**src/ted_pkg.sv**
```systemverilog
// ted_pkg: shared types, codes and helpers for the text encoding detector
// no dependencies

package ted_pkg;

	localparam int unsigned CpWidth = 21;

	localparam logic [CpWidth-1:0] CpMax       = 21'h10FFFF;
	localparam logic [CpWidth-1:0] SurrogateLo = 21'h00D800;
	localparam logic [CpWidth-1:0] SurrogateHi = 21'h00DFFF;
	localparam logic [CpWidth-1:0] MinCp2      = 21'h000080;
	localparam logic [CpWidth-1:0] MinCp3      = 21'h000800;
	localparam logic [CpWidth-1:0] MinCp4      = 21'h010000;

	localparam logic [7:0] BomFF = 8'hFF;
	localparam logic [7:0] BomFE = 8'hFE;
	localparam logic [7:0] BomEF = 8'hEF;
	localparam logic [7:0] BomBB = 8'hBB;

	localparam logic [1:0] PosNone  = 2'd0;
	localparam logic [1:0] PosFirst = 2'd1;
	localparam logic [1:0] PosBoth  = 2'd2;

	localparam logic [2:0] SeqLen1 = 3'd1;
	localparam logic [2:0] SeqLen2 = 3'd2;
	localparam logic [2:0] SeqLen3 = 3'd3;
	localparam logic [2:0] SeqLen4 = 3'd4;

	typedef enum logic [2:0] {
		ENC_ANSI     = 3'd0,
		ENC_UTF16_LE = 3'd1,
		ENC_UTF16_BE = 3'd2,
		ENC_UTF8_BOM = 3'd3,
		ENC_UTF8     = 3'd4
	} enc_class_t;

	typedef struct packed {
		logic [1:0]         byte_position;
		logic [7:0]         first_header_byte;
		logic [7:0]         second_header_byte;
		logic [1:0]         bytes_still_expected;
		logic [2:0]         sequence_length;
		logic [CpWidth-1:0] partial_code_point;
		logic               error_seen;
		logic               checking_stopped;
	} ted_state_t;

	function automatic logic code_point_bad(input logic [CpWidth-1:0] cp,
		input logic [2:0] len);
		logic [CpWidth-1:0] lowest;
		lowest = (len == SeqLen2) ? MinCp2 : (len == SeqLen3) ? MinCp3 : MinCp4;
		return (cp > CpMax) || ((cp >= SurrogateLo) && (cp <= SurrogateHi)) || (cp < lowest);
	endfunction

endpackage

```
**src/ted_if.sv**
```systemverilog
// ted_byte_if and ted_verdict_if: request channels of the encoding detector
// valid/ready handshake, no package dependency

interface ted_byte_if;
	logic       valid;
	logic       ready;
	logic [7:0] data_byte;
	logic       byte_present;
	logic       end_of_text;

	modport source(output valid, output data_byte, output byte_present,
		output end_of_text, input ready);
	modport sink(input valid, input data_byte, input byte_present,
		input end_of_text, output ready);
endinterface

interface ted_verdict_if;
	logic       valid;
	logic       ready;
	logic [2:0] encoding_class;
	logic       utf8_valid;

	modport source(output valid, output encoding_class, output utf8_valid, input ready);
	modport sink(input valid, input encoding_class, input utf8_valid, output ready);
endinterface

```
**src/text_encoding_detector.sv**
```systemverilog
// text_encoding_detector: top level, input register, state and verdict register
// depends on ted_pkg, ted_if (ted_byte_if, ted_verdict_if) and ted_step
// verdict path: an end-of-text request passes the input register, then its verdict is held in the verdict register
// throughput: one byte request per cycle, held back only while a verdict waits
// reset: arst_n clears the text state and both valid flags at once

module text_encoding_detector
	import ted_pkg::*;
(
	input  logic                 clk,
	input  logic                 arst_n,
	ted_byte_if.sink             byte_in,
	ted_verdict_if.source        verdict_out
);

	logic       valid_s1;
	logic [7:0] data_byte_s1;
	logic       byte_present_s1;
	logic       end_of_text_s1;

	ted_state_t state_q;
	ted_state_t state_nxt;
	logic [2:0] class_nxt;
	logic       valid_nxt;

	logic       out_valid_q;
	logic [2:0] out_class_q;
	logic       out_utf8_valid_q;

	logic       go_s1;
	logic       in_take;

	assign go_s1   = valid_s1 && (!end_of_text_s1 || !out_valid_q || verdict_out.ready);
	assign byte_in.ready = !valid_s1 || go_s1;
	assign in_take = byte_in.valid && byte_in.ready;

	always_ff @(posedge clk or negedge arst_n) begin
		if (!arst_n) begin
			valid_s1 <= 1'b0;
		end else if (in_take) begin
			valid_s1 <= 1'b1;
		end else if (go_s1) begin
			valid_s1 <= 1'b0;
		end
	end

	always_ff @(posedge clk) begin
		if (in_take) begin
			data_byte_s1    <= byte_in.data_byte;
			byte_present_s1 <= byte_in.byte_present;
			end_of_text_s1  <= byte_in.end_of_text;
		end
	end

	ted_step u_step (
		.st             (state_q),
		.data_byte      (data_byte_s1),
		.byte_present   (byte_present_s1),
		.end_of_text    (end_of_text_s1),
		.nxt            (state_nxt),
		.encoding_class (class_nxt),
		.utf8_valid     (valid_nxt)
	);

	always_ff @(posedge clk or negedge arst_n) begin
		if (!arst_n) begin
			state_q <= '0;
		end else if (go_s1) begin
			state_q <= state_nxt;
		end
	end

	always_ff @(posedge clk or negedge arst_n) begin
		if (!arst_n) begin
			out_valid_q <= 1'b0;
		end else if (go_s1 && end_of_text_s1) begin
			out_valid_q <= 1'b1;
		end else if (verdict_out.ready) begin
			out_valid_q <= 1'b0;
		end
	end

	always_ff @(posedge clk) begin
		if (go_s1 && end_of_text_s1) begin
			out_class_q      <= class_nxt;
			out_utf8_valid_q <= valid_nxt;
		end
	end

	assign verdict_out.valid          = out_valid_q;
	assign verdict_out.encoding_class = out_class_q;
	assign verdict_out.utf8_valid     = out_utf8_valid_q;

endmodule

```
**src/ted_step.sv**
```systemverilog
// ted_step: next-state and verdict logic for one byte request
// depends on ted_pkg

module ted_step
	import ted_pkg::*;
(
	input  ted_state_t st,
	input  logic [7:0] data_byte,
	input  logic       byte_present,
	input  logic       end_of_text,
	output ted_state_t nxt,
	output logic [2:0] encoding_class,
	output logic       utf8_valid
);

	ted_state_t s;
	logic       valid;
	enc_class_t cls;

	always_comb begin
		s = st;
		if (byte_present) begin
			if (s.byte_position == PosNone) begin
				s.first_header_byte = data_byte;
				s.byte_position = PosFirst;
			end else if (s.byte_position == PosFirst) begin
				s.second_header_byte = data_byte;
				s.byte_position = PosBoth;
			end
			if (!s.checking_stopped && !s.error_seen) begin
				if (s.bytes_still_expected == 2'd0) begin
					// lead byte classes
					if (data_byte == 8'h00) begin
						s.checking_stopped = 1'b1;
					end else if (data_byte[7] == 1'b0) begin
						s.sequence_length = SeqLen1;
					end else if (data_byte[7:5] == 3'b110) begin
						s.partial_code_point = {16'd0, data_byte[4:0]};
						s.sequence_length = SeqLen2;
						s.bytes_still_expected = 2'd1;
					end else if (data_byte[7:4] == 4'b1110) begin
						s.partial_code_point = {17'd0, data_byte[3:0]};
						s.sequence_length = SeqLen3;
						s.bytes_still_expected = 2'd2;
					end else if (data_byte[7:3] == 5'b11110) begin
						s.partial_code_point = {18'd0, data_byte[2:0]};
						s.sequence_length = SeqLen4;
						s.bytes_still_expected = 2'd3;
					end else begin
						s.error_seen = 1'b1;
					end
				end else if (data_byte[7:6] != 2'b10) begin
					s.error_seen = 1'b1;
					s.bytes_still_expected = 2'd0;
				end else begin
					s.partial_code_point = {s.partial_code_point[CpWidth-7:0], data_byte[5:0]};
					s.bytes_still_expected = s.bytes_still_expected - 2'd1;
					if (s.bytes_still_expected == 2'd0
						&& code_point_bad(s.partial_code_point, s.sequence_length)) begin
						s.error_seen = 1'b1;
					end
				end
			end
		end

		// truncated sequence at end of text
		if (end_of_text && !s.checking_stopped && !s.error_seen
			&& s.bytes_still_expected != 2'd0) begin
			s.error_seen = 1'b1;
		end
		valid = !s.error_seen;

		if (s.byte_position == PosBoth && s.first_header_byte == BomFF
			&& s.second_header_byte == BomFE) begin
			cls = ENC_UTF16_LE;
		end else if (s.byte_position == PosBoth && s.first_header_byte == BomFE
			&& s.second_header_byte == BomFF) begin
			cls = ENC_UTF16_BE;
		end else if (s.byte_position == PosBoth && s.first_header_byte == BomEF
			&& s.second_header_byte == BomBB) begin
			cls = ENC_UTF8_BOM;
		end else if (valid) begin
			cls = ENC_UTF8;
		end else begin
			cls = ENC_ANSI;
		end

		nxt = end_of_text ? '0 : s;
		encoding_class = cls;
		utf8_valid = valid;
	end

endmodule

```
**src/flat_wrapper.sv**
```systemverilog
// flat-port wrapper written by rule: the top's interface ports become plain ports
module text_encoding_detector_flat import ted_pkg::*;
  (clk, arst_n, byte_in_valid, byte_in_data_byte, byte_in_byte_present, byte_in_end_of_text, byte_in_ready, verdict_out_valid, verdict_out_encoding_class, verdict_out_utf8_valid, verdict_out_ready);
  ted_byte_if byte_in_i ();
  ted_verdict_if verdict_out_i ();
  input  logic clk;
  input  logic arst_n;
  input wire logic [$bits(byte_in_i.valid)-1:0] byte_in_valid;
  input wire logic [$bits(byte_in_i.data_byte)-1:0] byte_in_data_byte;
  input wire logic [$bits(byte_in_i.byte_present)-1:0] byte_in_byte_present;
  input wire logic [$bits(byte_in_i.end_of_text)-1:0] byte_in_end_of_text;
  output wire logic [$bits(byte_in_i.ready)-1:0] byte_in_ready;
  output wire logic [$bits(verdict_out_i.valid)-1:0] verdict_out_valid;
  output wire logic [$bits(verdict_out_i.encoding_class)-1:0] verdict_out_encoding_class;
  output wire logic [$bits(verdict_out_i.utf8_valid)-1:0] verdict_out_utf8_valid;
  input wire logic [$bits(verdict_out_i.ready)-1:0] verdict_out_ready;
  assign byte_in_i.valid = byte_in_valid;
  assign byte_in_i.data_byte = byte_in_data_byte;
  assign byte_in_i.byte_present = byte_in_byte_present;
  assign byte_in_i.end_of_text = byte_in_end_of_text;
  assign byte_in_ready = byte_in_i.ready;
  assign verdict_out_valid = verdict_out_i.valid;
  assign verdict_out_encoding_class = verdict_out_i.encoding_class;
  assign verdict_out_utf8_valid = verdict_out_i.utf8_valid;
  assign verdict_out_i.ready = verdict_out_ready;
  text_encoding_detector u_core (.clk(clk), .arst_n(arst_n), .byte_in(byte_in_i), .verdict_out(verdict_out_i));
endmodule
```
**config.mk**
```make
export PLATFORM = sky130hd
export DESIGN_NAME = text_encoding_detector_flat
export DESIGN_NICKNAME = d
export VERILOG_FILES = /design/src/ted_pkg.sv /design/src/ted_if.sv /design/src/text_encoding_detector.sv /design/src/ted_step.sv /design/src/flat_wrapper.sv
export SDC_FILE = /design/constraint.sdc
export NUM_CORES = 1
export LEC_CHECK = 0
export BUFFER_PORTS_ARGS = -buffer_cell sky130_fd_sc_hd__buf_2
export CORE_MARGIN = 4
export CORE_UTILIZATION = 60
export CTS_CLUSTER_DIAMETER = 30
export CTS_CLUSTER_SIZE = 8
export DETAILED_ROUTE_END_ITERATION = 10
export GPL_ROUTABILITY_DRIVEN = 0
export PLACE_DENSITY = 0.88
export SETUP_SLACK_MARGIN = 0.5
export SLEW_MARGIN = 10
export SYNTH_ARGS = -nofsm -noshare
export SYNTH_HDL_FRONTEND = slang
export SYNTH_SLANG_ARGS = --single-unit
```
**constraint.sdc**
```tcl
create_clock -name clk -period 2.37 [get_ports clk]
set_input_delay 0.711 -clock clk [delete_from_list [all_inputs] [get_ports clk]]
set_output_delay 0.711 -clock clk [all_outputs]
set_load 0.01 [all_outputs]
```
==> results.tsv <==
metric	value	unit
grt_max_degree	23	
die_w	78.8	um
max-clock-path-buffers	2	
crit_path_end_kind	register	
io_pins	20	
synth_common_cells	dfrtp_1 (42), nand2_1 (29), o21ai_0 (21)	
drc	0	
power.density	682	mW/mm^2
ys_seq_elements	56	
grt_pass1_wl	11900	um
fp-row-count	25	
final_max_slew_viol_count	0	
fmax	493	MHz
cap_viol_max_count	0	
detail_route.wl_per_cell	19.1	um
cp-start-kind	register	
clock_skew	0.00697	ns
synth_edf_count	14	
synth_cells	294	
tightest_slew	0.510	ns
tns	0	ns
netlist_area	0.00301	mm^2
design.core.area	0.00479	mm^2
synthDominantCellAreaShare	34.9	%
rsz0062_at_grt	yes	
total_power	2.47	mW
synthTopCellsByArea	dfrtp_1 (35%), edfxtp_1 (14%), a22o_1 (3.8%)	
ys_seq_area_share	48.9	%
finish.utilization	75.6	%
finalNetCount	362	
wirelength	7850	um
switching_share	34.3	%
cts-hold-fix-buffers	0	
yosysWarnings	0	
yosysTopAreaCell	dfrtp_1	
arrival	2.10	ns
fin_crit	2.03	ns
synth_area_per_cell	10.2	um^2
portBuffers	19	
hold_path.class	primary input to async pin	
synth_most_common_cell	dfrtp_1	
critPathRequiredTime	2.45	ns
synthToLayoutAreaGrowth	20.3	%
gr-total-overflow	0	
numCtsBuffers	5	
dp.final_hpwl	4830	um
dr_total_vias	2667	
setup_viol	0	
synth_cell_types	59	
dieArea	0.00621	mm^2
antennaDiodeCount	0	
antenna_found_initial	0	
max-vdd-ir-drop	0.000520	V
drive_gt1_share	28.6	%
synth_nets	314	
fin_crit_sh	85.6	%
synth_ff_type	dfrtp_1	
root_buffer	clkbuf_8	
via_per_inst	6.50	
firstDrtPassIters	5	
grt_usage	24.8	%
die_y	78.8	um
p_int	1.62	mW
combPwrFrac	30.0	%
synth_async_sr_flop_share	75.0	%
leakagePower	1.57	nW
status	finished clean	
n_fill_cell	260	
clkLatencyLatePin	0.32	ns
cts.sinks	56	
clk_pin_slew	0.11	ns
cts_tree	built	
dr.first_iter.drc_count	362	
relSlewSlack	66.0	%
ant_nets	0	
p_clk_share	22.8	%
hold_viol	0	
initial_core_util	62.8	%
p_seq_share	47.1	%
critPathKind	register to register	
grt_pass1_vias	2456	
p_switching	846	uW
critical_path.max_fanout	4	
ctsHtreeMaxLevel	2	
sequential cells by signal, summed over array words and instances (netlist names):
| name | cells |
|---|---|
| u_core.verdict_out.utf8_valid | 1 |
| u_core.verdict_out.valid | 1 |
| u_core.valid_s1 | 1 |
| u_core.verdict_out.encoding_class | 3 |
| u_core.byte_present_s1 | 1 |
| u_core.data_byte_s1 | 8 |
| u_core.end_of_text_s1 | 1 |
| u_core.state_q | 40 |
cell families after synthesis:
| group | count (synthesis) | share of synthesized area, % |
|---|---|---|
| multiplexers | 15 | 5.20 |
| AO/OA/AOI/OAI | 84 | 19.5 |
| flip-flops | 56 | 48.9 |
| AND/OR/NAND/NOR | 100 | 18.5 |
| XOR/XNOR | 3 | 0.874 |
| adder cells (fa/ha/maj) | 6 | 2.50 |
| buffers and inverters | 30 | 4.49 |
final cells by class:
cell class,instances,area (um^2),share of cell area [%]
multi-input cells,208,1510,41.8
repair buffers,56,399,11.0
well taps,67,83.8,2.32
clock inverters,3,26.3,0.726
flip-flops and latches,56,1470,40.7
clock buffers,5,68.8,1.90
inverters,15,56.3,1.56
stage by stage:
step / hold slack (ns) / std cells / worst slack [ns] / cell area, um^2
global route: 0.394 / 410 / 0.259 / 3620
detailed placement: 0.472 / 376 / 0.251 / 3220
floorplan: 0.415 / 294 / 0.448 / 3020
finish: 0.345 / 410 / 0.340 / 3620
global placement: 0.461 / 376 / 0.340 / 3220
CTS: 0.366 / 392 / 0.422 / 3420
power by group through the flow:
| stage | Combinational [mW] | Clock, mW | Sequential, mW |
|---|---|---|---|
| finish | 0.741 | 0.563 | 1.16 |
| global placement | 0.548 | 0 | 1.18 |
| floorplan | 0.430 | 0 | 1.15 |
| detailed placement | 0.568 | 0 | 1.18 |
| global route | 0.795 | 0.596 | 1.17 |
| CTS | 0.631 | 0.556 | 1.16 |
cells in the final DEF (no fill, tap or decap), types with 3 or more instances in the layout:
cell type	count
o21ai_0	20
o21ai_1	3
edfxtp_1	14
buf_4	34
mux2i_1	8
nand2b_1	6
a22o_1	13
nand3b_1	3
o22ai_1	4
o211ai_1	3
nor2_1	14
nor3_1	5
xor2_1	3
buf_6	3
buf_2	18
a21oi_1	7
and3_1	5
and2_1	4
nand2_1	29
inv_2	4
nand4_1	4
o21a_1	4
nor2_2	3
clkbuf_8	5
inv_1	11
dfrtp_1	42
o31ai_1	11
nor3_2	3
metal layers:
metal  GRT usage (%)  vias to the layer above  wire [um]
met5               0                        -          0
met4            9.79                        0        338
met3            3.51                       44        694
met2            39.2                      173       3600
met1            34.7                     1270       3220
li1                -                     1180          -
worst max-delay path, stage by stage, from the launching register on:
cell and delay, ns:
dfrtp_1 0.44, inv_2 0.11, ha_4 0.16, nand3b_1 0.19, mux2_2 0.37, a2111o_1 0.31
a21oi_2 0.14, a211oi_1 0.06
path summary, 6_finish.rpt:
check / start / to / slack (ns) / depth (start not counted)
setup / recovery: u_core.state_q[44] / u_core.verdict_out.encoding_class[2] / 0.34 / 7
hold reg to reg: u_core.state_q[41] / u_core.state_q[41] / 0.50 / 1
min in group clk: u_core.state_q[41] / u_core.state_q[41] / 0.50 / 1
hold / removal: arst_n / u_core.state_q[11] / 0.35 / 1
setup reg to reg: u_core.state_q[44] / u_core.verdict_out.encoding_class[2] / 0.34 / 7
max in group asynchronous: arst_n / u_core.state_q[34] / 1.53 / 2
timing repair:
| action | 4_1_cts | 5_1_grt |
|---|---|---|
| resized for setup | 15 | 17 |
| endpoints found under the setup margin | 23 | 27 |
| buffers inserted | 8 | 18 |
| pin swaps | 5 | 8 |
Note: power is estimated with default switching activity, not from simulation.
